===== config.mk =====
export PLATFORM = sky130hd
export DESIGN_NAME = integer_text_parser
export DESIGN_NICKNAME = d
export VERILOG_FILES = /design/src/design/itp_pkg.sv /design/src/design/itp_front.sv /design/src/design/itp_queue.sv /design/src/design/itp_back.sv /design/src/design/integer_text_parser.sv
export SDC_FILE = /design/constraint.sdc
export NUM_CORES = 1
export LEC_CHECK = 0
export BUFFER_PORTS_ARGS = -buffer_cell sky130_fd_sc_hd__buf_4
export CAP_MARGIN = 40
export CORE_MARGIN = 8
export CORE_UTILIZATION = 69
export DETAILED_ROUTE_END_ITERATION = 8
export PLACE_DENSITY = 0.88
export SKIP_CTS_REPAIR_TIMING = 1
export SLEW_MARGIN = 15
export SYNTH_ARGS = -nofsm -noshare
export SYNTH_HDL_FRONTEND = slang
export SYNTH_HIERARCHICAL = 1
export SYNTH_SLANG_ARGS = --single-unit

===== constraint.sdc =====
create_clock -name clk -period 46 [get_ports clk]
set_clock_uncertainty 0.15 [all_clocks]
set_input_delay 9.2 -clock clk [delete_from_list [all_inputs] [get_ports clk]]
set_output_delay 9.2 -clock clk [all_outputs]
set_load 0.02 [all_outputs]

===== src/design/itp_pkg.sv =====
// shared types and constants for the integer text parser
`timescale 1ns / 1ps

package itp_pkg;

  localparam int VALUE_BITS_DEF  = 64;
  localparam int OFFSET_BITS_DEF = 16;
  localparam int QUEUE_DEPTH     = 2;

  localparam int RADIX_W   = 6;
  localparam int CH_W      = 8;
  localparam int VALUE_W   = 64;
  localparam int OFFSET_W  = 16;
  localparam int M_TDATA_W = VALUE_W + OFFSET_W;

  localparam logic [RADIX_W-1:0] RADIX_RESET = 6'd10;
  localparam logic [RADIX_W-1:0] RADIX_MIN   = 6'd2;
  localparam logic [RADIX_W-1:0] RADIX_MAX   = 6'd36;

  localparam logic [CH_W-1:0] CH_PLUS   = 8'h2b;
  localparam logic [CH_W-1:0] CH_MINUS  = 8'h2d;
  localparam logic [CH_W-1:0] CH_ZERO   = 8'h30;
  localparam logic [CH_W-1:0] CH_NINE   = 8'h39;
  localparam logic [CH_W-1:0] CH_UPPER_A = 8'h41;
  localparam logic [CH_W-1:0] CH_UPPER_Z = 8'h5a;
  localparam logic [CH_W-1:0] CH_LOWER_A = 8'h61;
  localparam logic [CH_W-1:0] CH_LOWER_Z = 8'h7a;
  localparam logic [CH_W-1:0] LETTER_BASE = 8'd10;

  typedef enum logic [0:0] {
    CFG_RADIX       = 1'b0,
    CFG_SIGNED_MODE = 1'b1
  } cfg_index_t;

  typedef enum logic [1:0] {
    KIND_OTHER = 2'd0,
    KIND_DIGIT = 2'd1,
    KIND_PLUS  = 2'd2,
    KIND_MINUS = 2'd3
  } kind_t;

  typedef struct packed {
    logic                start;
    kind_t               kind;
    logic [RADIX_W-1:0]  digit;
  } item_t;

endpackage


===== src/design/itp_front.sv =====
// front end: takes input bytes and classifies them as digit, sign or terminator
`timescale 1ns / 1ps

module itp_front (
  input  logic                         s_tvalid,
  output logic                         s_tready,
  input  logic [itp_pkg::CH_W-1:0]     s_tdata,   // [7:0] ch
  input  logic                         s_tuser,   // [0] start_req
  input  logic [itp_pkg::RADIX_W-1:0]  radix,
  input  logic                         signed_mode,
  input  logic                         q_full,
  output logic                         q_push,
  output itp_pkg::item_t               q_item
);

  logic [itp_pkg::CH_W-1:0] dval;
  logic                     is_alnum;

  always_comb begin
    dval     = '0;
    is_alnum = 1'b1;
    if (s_tdata >= itp_pkg::CH_ZERO && s_tdata <= itp_pkg::CH_NINE) begin
      dval = s_tdata - itp_pkg::CH_ZERO;
    end else if (s_tdata >= itp_pkg::CH_LOWER_A && s_tdata <= itp_pkg::CH_LOWER_Z) begin
      dval = s_tdata - itp_pkg::CH_LOWER_A + itp_pkg::LETTER_BASE;
    end else if (s_tdata >= itp_pkg::CH_UPPER_A && s_tdata <= itp_pkg::CH_UPPER_Z) begin
      dval = s_tdata - itp_pkg::CH_UPPER_A + itp_pkg::LETTER_BASE;
    end else begin
      is_alnum = 1'b0;
    end
  end

  always_comb begin
    q_item.start = s_tuser;
    q_item.digit = dval[itp_pkg::RADIX_W-1:0];
    if (is_alnum && dval < {2'b00, radix}) begin
      q_item.kind = itp_pkg::KIND_DIGIT;
    end else if (s_tdata == itp_pkg::CH_PLUS) begin
      q_item.kind = itp_pkg::KIND_PLUS;
    end else if (s_tdata == itp_pkg::CH_MINUS && signed_mode) begin
      // minus only counts as a sign in signed mode
      q_item.kind = itp_pkg::KIND_MINUS;
    end else begin
      q_item.kind = itp_pkg::KIND_OTHER;
    end
  end

  assign s_tready = !q_full;
  assign q_push   = s_tvalid && s_tready;

endmodule


===== src/design/itp_queue.sv =====
// short queue of classified bytes between front and back end
`timescale 1ns / 1ps

module itp_queue #(
  parameter int DEPTH = itp_pkg::QUEUE_DEPTH
) (
  input  logic           clk,
  input  logic           rst,
  input  logic           push,
  input  itp_pkg::item_t push_item,
  input  logic           pop,
  output logic           full,
  output logic           not_empty,
  output itp_pkg::item_t head
);

  localparam int PTR_W = (DEPTH > 1) ? $clog2(DEPTH) : 1;
  localparam int CNT_W = $clog2(DEPTH + 1);
  localparam logic [PTR_W-1:0] LAST = PTR_W'(DEPTH - 1);
  localparam logic [CNT_W-1:0] FULL_CNT = CNT_W'(DEPTH);

  itp_pkg::item_t     mem [DEPTH];
  logic [PTR_W-1:0]   wr_ptr;
  logic [PTR_W-1:0]   rd_ptr;
  logic [CNT_W-1:0]   count;

  assign full      = (count == FULL_CNT);
  assign not_empty = (count != '0);
  assign head      = mem[rd_ptr];

  always_ff @(posedge clk) begin
    if (push) begin
      mem[wr_ptr] <= push_item;
    end
  end

  always_ff @(posedge clk) begin
    if (rst) begin
      wr_ptr <= '0;
      rd_ptr <= '0;
      count  <= '0;
    end else begin
      if (push) begin
        wr_ptr <= (wr_ptr == LAST) ? '0 : wr_ptr + 1'b1;
      end
      if (pop) begin
        rd_ptr <= (rd_ptr == LAST) ? '0 : rd_ptr + 1'b1;
      end
      case ({push, pop})
        2'b10:   count <= count + 1'b1;
        2'b01:   count <= count - 1'b1;
        default: count <= count;
      endcase
    end
  end

endmodule


===== src/design/itp_back.sv =====
// back end: parse state, multiply-add accumulator and result register
`timescale 1ns / 1ps

module itp_back #(
  parameter int VALUE_BITS  = itp_pkg::VALUE_BITS_DEF,
  parameter int OFFSET_BITS = itp_pkg::OFFSET_BITS_DEF
) (
  input  logic                            clk,
  input  logic                            rst,
  input  logic [itp_pkg::RADIX_W-1:0]     radix,
  input  logic                            q_valid,
  input  itp_pkg::item_t                  q_item,
  output logic                            q_pop,
  output logic                            m_tvalid,
  input  logic                            m_tready,
  output logic [itp_pkg::M_TDATA_W-1:0]   m_tdata,
  output logic                            m_tuser
);

  typedef enum logic [1:0] {
    PH_IDLE   = 2'd0,
    PH_SIGNED = 2'd1,
    PH_DIGITS = 2'd2
  } phase_t;

  phase_t                 phase, phase_next;
  logic                   negative, negative_next;
  logic [VALUE_BITS-1:0]  acc, acc_next;
  logic [OFFSET_BITS-1:0] consumed, consumed_next;
  logic                   seen, seen_next;

  logic                   emit;
  logic [VALUE_BITS-1:0]  mac;
  logic [OFFSET_BITS-1:0] consumed_inc;
  logic [VALUE_BITS-1:0]  final_value;
  logic [itp_pkg::M_TDATA_W-1:0] result_data;
  logic                   is_digit;

  // next item can be taken when the result register is free or draining
  assign q_pop    = q_valid && (!m_tvalid || m_tready);
  assign is_digit = (q_item.kind == itp_pkg::KIND_DIGIT);

  assign mac = acc * VALUE_BITS'(radix) + VALUE_BITS'(q_item.digit);
  assign consumed_inc = (consumed == '1) ? consumed : consumed + 1'b1;
  assign final_value  = negative ? (~acc + 1'b1) : acc;

  always_comb begin
    phase_next    = phase;
    negative_next = negative;
    acc_next      = acc;
    consumed_next = consumed;
    seen_next     = seen;
    emit          = 1'b0;
    if (q_item.start) begin
      negative_next = 1'b0;
      acc_next      = '0;
      consumed_next = '0;
      seen_next     = 1'b0;
      case (q_item.kind)
        itp_pkg::KIND_PLUS, itp_pkg::KIND_MINUS: begin
          negative_next = (q_item.kind == itp_pkg::KIND_MINUS);
          consumed_next = OFFSET_BITS'(1);
          phase_next    = PH_SIGNED;
        end
        itp_pkg::KIND_DIGIT: begin
          acc_next      = VALUE_BITS'(q_item.digit);
          consumed_next = OFFSET_BITS'(1);
          seen_next     = 1'b1;
          phase_next    = PH_DIGITS;
        end
        default: begin
          // nothing parsed, reported as no digits
          emit       = 1'b1;
          phase_next = PH_IDLE;
        end
      endcase
    end else if (phase != PH_IDLE) begin
      if (is_digit) begin
        acc_next      = mac;
        consumed_next = consumed_inc;
        seen_next     = 1'b1;
        phase_next    = PH_DIGITS;
      end else begin
        emit       = 1'b1;
        phase_next = PH_IDLE;
      end
    end
  end

  always_comb begin
    if (q_item.start || !seen) begin
      result_data = '0;
    end else begin
      result_data = {itp_pkg::OFFSET_W'(consumed), itp_pkg::VALUE_W'(final_value)};
    end
  end

  always_ff @(posedge clk) begin
    if (rst) begin
      phase    <= PH_IDLE;
      negative <= 1'b0;
      acc      <= '0;
      consumed <= '0;
      seen     <= 1'b0;
      m_tvalid <= 1'b0;
    end else begin
      if (q_pop) begin
        phase    <= phase_next;
        negative <= negative_next;
        acc      <= acc_next;
        consumed <= consumed_next;
        seen     <= seen_next;
      end
      if (q_pop && emit) begin
        m_tvalid <= 1'b1;
        m_tdata  <= result_data;
        m_tuser  <= q_item.start || !seen;
      end else if (m_tready) begin
        m_tvalid <= 1'b0;
      end
    end
  end

endmodule


===== src/design/integer_text_parser.sv =====
// top level of the integer text parser
`timescale 1ns / 1ps

// Parses an integer from a byte stream in a configurable base (2 to 36), one byte per
// cycle sustained while the result side takes results. A byte with s_tuser high starts
// a new string; an optional sign may lead, then digits and letters below the base; the
// first other byte ends the number and produces one result: m_tdata holds the value
// (two's complement when a minus was seen in signed mode) and the count of bytes
// consumed, m_tuser flags a string with no digits. An accepted byte is written into the
// queue and taken from its head by the back end, whose combinational multiply-add of
// the accumulator by the radix updates the parse state; the result is registered when
// the ending byte is taken from the queue. Bytes outside a string are dropped. Write the
// configuration registers only while no string is open.
module integer_text_parser #(
  parameter int VALUE_BITS  = itp_pkg::VALUE_BITS_DEF,
  parameter int OFFSET_BITS = itp_pkg::OFFSET_BITS_DEF
) (
  input  logic                           clk,
  input  logic                           rst,
  input  logic                           s_tvalid,
  output logic                           s_tready,
  input  logic [itp_pkg::CH_W-1:0]       s_tdata,   // [7:0] ch
  input  logic                           s_tuser,   // [0] start_req
  output logic                           m_tvalid,
  input  logic                           m_tready,
  output logic [itp_pkg::M_TDATA_W-1:0]  m_tdata,   // [63:0] value, [79:64] end_offset
  output logic                           m_tuser,   // [0] no_digits
  input  logic                           cfg_wr_en,
  input  logic                           cfg_index,
  input  logic [itp_pkg::RADIX_W-1:0]    cfg_wdata
);

  logic [itp_pkg::RADIX_W-1:0] radix;
  logic                        signed_mode;

  logic           q_full;
  logic           q_push;
  logic           q_pop;
  logic           q_not_empty;
  itp_pkg::item_t q_in;
  itp_pkg::item_t q_head;

  always_ff @(posedge clk) begin
    if (rst) begin
      radix       <= itp_pkg::RADIX_RESET;
      signed_mode <= 1'b1;
    end else if (cfg_wr_en) begin
      case (itp_pkg::cfg_index_t'(cfg_index))
        itp_pkg::CFG_RADIX: begin
          if (cfg_wdata < itp_pkg::RADIX_MIN) begin
            radix <= itp_pkg::RADIX_MIN;
          end else if (cfg_wdata > itp_pkg::RADIX_MAX) begin
            radix <= itp_pkg::RADIX_MAX;
          end else begin
            radix <= cfg_wdata;
          end
        end
        itp_pkg::CFG_SIGNED_MODE: begin
          signed_mode <= cfg_wdata[0];
        end
        default: begin
          radix <= radix;
        end
      endcase
    end
  end

  itp_front u_front (
    .s_tvalid    (s_tvalid),
    .s_tready    (s_tready),
    .s_tdata     (s_tdata),
    .s_tuser     (s_tuser),
    .radix       (radix),
    .signed_mode (signed_mode),
    .q_full      (q_full),
    .q_push      (q_push),
    .q_item      (q_in)
  );

  itp_queue #(
    .DEPTH (itp_pkg::QUEUE_DEPTH)
  ) u_queue (
    .clk       (clk),
    .rst       (rst),
    .push      (q_push),
    .push_item (q_in),
    .pop       (q_pop),
    .full      (q_full),
    .not_empty (q_not_empty),
    .head      (q_head)
  );

  itp_back #(
    .VALUE_BITS  (VALUE_BITS),
    .OFFSET_BITS (OFFSET_BITS)
  ) u_back (
    .clk      (clk),
    .rst      (rst),
    .radix    (radix),
    .q_valid  (q_not_empty),
    .q_item   (q_head),
    .q_pop    (q_pop),
    .m_tvalid (m_tvalid),
    .m_tready (m_tready),
    .m_tdata  (m_tdata),
    .m_tuser  (m_tuser)
  );

endmodule


==> impl_summary.txt <==
----------------------------------------------------
[Outcome]
  Result of the run ... completed

[Placed design]
  HPWL Detailed ... 41490 µm
  Number of input and output port buffers inserted ... 103
  Global placer's final weighted congestion ... 0.9353
  Cell area after placement ... ~22000 µm²
  Cells after DPL ... 2633

[Clock network]
  Buffer depth of the longest clock path ... 2
  H-tree Lvls ... 4
  Skew-Pair Late Insertion Delay ... 0.46 ns
  TritonCTS clock tree ... yes
  Clk pin slew, worst setup/hold paths ... 0.08 ns
  Clock root cell ... sky130_fd_sc_hd__clkbuf_16
  CTS Buf Count ... 17
  Sinks on Clock Net ... roughly 200

[Worst setup path]
  Signal arrival time at the worst endpoint ... 12.48 ns
  Reg-to-reg critical path startpoint ... radix[2]
  Startpoint types ... input port
  Setup slack of the most critical reg-to-reg path ... a little under 40 ns
  Maximum fanout along the worst path ... 6
  Data required time at the worst endpoint ... 46.05 ns
  R2r worst-path depth ... 20
  Endpoint of the lowest-slack register-to-register path ... u_back/acc[62]
  Critical path type ... in2reg
  Crit. End Element ... register

[Synth]
  Yosys top cell area share ... 0.2240
  Count of distinct cell types in the synthesized netlist ... 90
  Synth Cell Area ... 21450 µm²
  Synth area leader ... sky130_fd_sc_hd__fa_1
  Synthesized instance count ... 2287
  Avg Inst Size Synth ... approximately 9.4 µm²
  Number of enable flip-flop cells after synthesis ... 99
  Post-synth top cells ... 342 x sky130_fd_sc_hd__and2_1, 240 x sky130_fd_sc_hd__fa_1, 164 x sky130_fd_sc_hd__nor2_1
  Most common cell in the netlist ... sky130_fd_sc_hd__and2_1
  Synth Register Bits ... 196
  Share of flip-flops with an asynchronous set or reset after synthesis ... 0
  Number of synthesis warnings ... 6
  Post-synth top flop ... sky130_fd_sc_hd__edfxtp_1
  Sequential element share of the synthesized area ... 0.2291
  Cell types with the largest area share after synthesis ... sky130_fd_sc_hd__fa_1 22%, sky130_fd_sc_hd__edfxtp_1 14%, sky130_fd_sc_hd__and2_1 10%
  Net count after synthesis ... 2693

[Route]
  Drt drc ... 0
  Number of vias in the routed layout ... 17450
  Via-per-instance ratio ... approximately 6.5
  Post-Route WL ... between 50000 and 60000 µm
  Number of DRC markers after the initial detailed-route iteration ... 1999
  Post-route ant nets ... 0
  Number of optimization iterations in the first detailed-route pass ... 6
  DR WL/cell ... 21.47 µm

[Layout]
  Area growth, synth to finish ... 6.334%
  Non-Filler Cell Area, Final ... 22810 µm²
  Layout net count ... approximately 2700
  Fill cell total of the finished layout ... 2057
  Multi-input gate area ... 15510 µm²
  Non-filler instance count after layout ... around 2700
  Seq. cell area ... 4916 µm²
  Ratio of cells with drive above 1 in the final layout ... 0.08855

[Timing]
  Final max-slew violation count ... 0
  Final number of setup-violating endpoints ... 0
  Final Hold Violating Endpoints ... 0
  Timing-limited maximum frequency ... between 80 and 90 MHz
  Final hold slack ... roughly 0.36 ns
  Unrepaired setup endpoints after global routing ... false
  Time the worst path needs with I/O delays and setup ... approximately 12 ns
  Slew @ Worst Pin ... 0.8800 ns
  Rel. slew slack ... 0.4122
  Share of the clock period used by the worst path ... 0.2703
  Total negative slack for setup checks ... 0 ns

[Die]
  Placement row count ... 64
  DIE AREA ... approximately 37000 µm²
  DIE HEIGHT ... 192.3 µm
  I/O pin total ... 104
  Effective utilization at floorplan ... 0.7013
  Overall die width ... 192.3 µm
  Core box area ... 30590 µm²

[Power]
  Static leakage ... approximately 0.011 µW
  Tot Pwr ... ~570 µW
  Worst IR drop on VDD ... 0.02704 mV
  Pint ... 342.2 µW
  Power per standard cell area ... 25.16 nW/µm²
  Clock network power share ... 0.267
  Power spent charging and discharging nets ... 231.8 µW
  Switching power as a share of total power ... 0.4038
  Sequential Power Share ... 0.376
  Relative contribution of combinational cells to total power ... 0.357

[Hold path]
  HP Class ... reg2reg
  Hold Crit Start ... u_back/phase[0]
  Cell count of the worst hold path ... 2
  Capture endpoint of the worst hold path ... u_back/phase[0]

[Global route]
  Number of antenna violations at the first check in global routing ... 1
  Number of global-route vias before repair ... 17980
  GRT Util Overall ... 0.3161
  Maximum number of pins on one net before global-route repair ... 68
  Residual overflow from global routing ... 0
  Wire length of the first global-routing pass ... 93370 µm

[Flow run]
  Number of maximum-capacitance constraint violations ... 0

----------------------------------------------------
-- layout make-up --
class	instances	area share
multi-input combinational	1824	0.6799
sequential	196	0.2155
timing repair buffer	120	0.04092
clock buffer	17	0.01865
antenna	1	0.0001097
inverter	98	0.01613
tap	396	0.02172
clock inverter	15	0.007021
-- critical path: stages --
cell and delay (ns):
sky130_fd_sc_hd__buf_4 0.14, sky130_fd_sc_hd__inv_1 0.17, sky130_fd_sc_hd__ha_1 0.20, sky130_fd_sc_hd__or4b_4 0.51, sky130_fd_sc_hd__a32oi_4 0.36, sky130_fd_sc_hd__nand2_1 0.09, sky130_fd_sc_hd__o311ai_1 0.49, sky130_fd_sc_hd__ha_1 0.35
sky130_fd_sc_hd__a21oi_1 0.17, sky130_fd_sc_hd__o211ai_1 0.14, sky130_fd_sc_hd__a211oi_1 0.31, sky130_fd_sc_hd__a211oi_2 0.13, sky130_fd_sc_hd__o21a_1 0.22
-- layout by cell type (no fill, tap or decap), types with 7 or more instances in the layout --
cell type	count
sky130_fd_sc_hd__and2_1	342
sky130_fd_sc_hd__fa_1	240
sky130_fd_sc_hd__nor2_1	162
sky130_fd_sc_hd__nand2_1	152
sky130_fd_sc_hd__ha_1	145
sky130_fd_sc_hd__buf_4	118
sky130_fd_sc_hd__a21oi_1	100
sky130_fd_sc_hd__edfxtp_1	99
sky130_fd_sc_hd__inv_1	98
sky130_fd_sc_hd__dfxtp_1	96
sky130_fd_sc_hd__o21ai_0	91
sky130_fd_sc_hd__xor2_1	84
sky130_fd_sc_hd__xnor2_1	51
sky130_fd_sc_hd__nand3_1	33
sky130_fd_sc_hd__and3_1	31
sky130_fd_sc_hd__o31ai_1	27
sky130_fd_sc_hd__a22oi_1	27
sky130_fd_sc_hd__a21o_1	26
sky130_fd_sc_hd__nor3_1	24
sky130_fd_sc_hd__nand4_1	20
sky130_fd_sc_hd__or3_1	20
sky130_fd_sc_hd__o21bai_1	19
sky130_fd_sc_hd__a211oi_1	17
sky130_fd_sc_hd__clkbuf_16	17
sky130_fd_sc_hd__a31oi_1	15
sky130_fd_sc_hd__o211ai_1	12
sky130_fd_sc_hd__o41ai_1	11
sky130_fd_sc_hd__o21a_1	11
sky130_fd_sc_hd__nand2b_1	10
sky130_fd_sc_hd__nor3b_1	9
sky130_fd_sc_hd__mux2_2	9
sky130_fd_sc_hd__nor2b_1	8
sky130_fd_sc_hd__o21ai_1	7
sky130_fd_sc_hd__nor4_1	7
-- layer usage --
metal,up-vias,track usage,part of all wire
met5,-,0,0.00023
met4,2,0.1278,0.031
met3,166,0.05764,0.11
met2,1059,0.5069,0.47
met1,8484,0.4208,0.39
li1,7734,-,-
-- sequential cells by signal, summed over array words and instances, names as in the netlist, named ones only --
signal,flops
u_back/m_tdata,80
u_back/acc,64
u_queue/mem,18
u_back/consumed,16
radix,6
u_back/phase,2
u_queue/count,2
signed_mode,1
u_back/m_tuser,1
u_back/m_tvalid,1
u_back/negative,1
u_back/seen,1
u_queue/rd_ptr,1
u_queue/wr_ptr,1
-- worst max path at each step --
stage               start                 to  slack (ns)  cells after the start
2_1_floorplan    m_tready    u_back/m_tvalid       22.40                      6
3_3_place_gp   s_tdata[0]  u_queue/mem[0][7]       33.19                     13
3_5_place_dp   s_tdata[0]  u_queue/mem[0][7]       33.15                     13
4_1_cts        s_tdata[0]  u_queue/mem[0][7]       33.61                     13
5_1_grt        s_tdata[0]  u_queue/mem[0][7]       33.41                     13
6_report       s_tdata[0]  u_queue/mem[0][7]       33.57                     13
-- cell families after synthesis --
kind of cell / after synthesis / share of synthesized area
compound gates: 430 / 0.1338
mux: 13 / 0.006591
simple gates: 860 / 0.2176
xor+xnor: 135 / 0.05512
fa+ha+maj: 386 / 0.3091
buf+inv: 267 / 0.04870
flops: 196 / 0.2291
-- power by group through the flow --
stage / Combinational (µW) / Clock, µW / Sequential [µW]
6_report: 205 / 153 / 216
5_1_grt: 222 / 160 / 217
4_1_cts: 200 / 153 / 215
3_5_place_dp: 197 / 0 / 219
3_3_place_gp: 187 / 0 / 219
2_1_floorplan: 132 / 0 / 224
-- through the flow --
stage                     setup WS, ns  utilization
after floorplan                  22.40            -
after global placement           33.19       0.7247
after detailed placement         33.15       0.7262
after CTS                        33.61       0.7454
after global routing             33.41       0.7456
final                            33.57       0.7457
(Power assumes the default switching activity.)
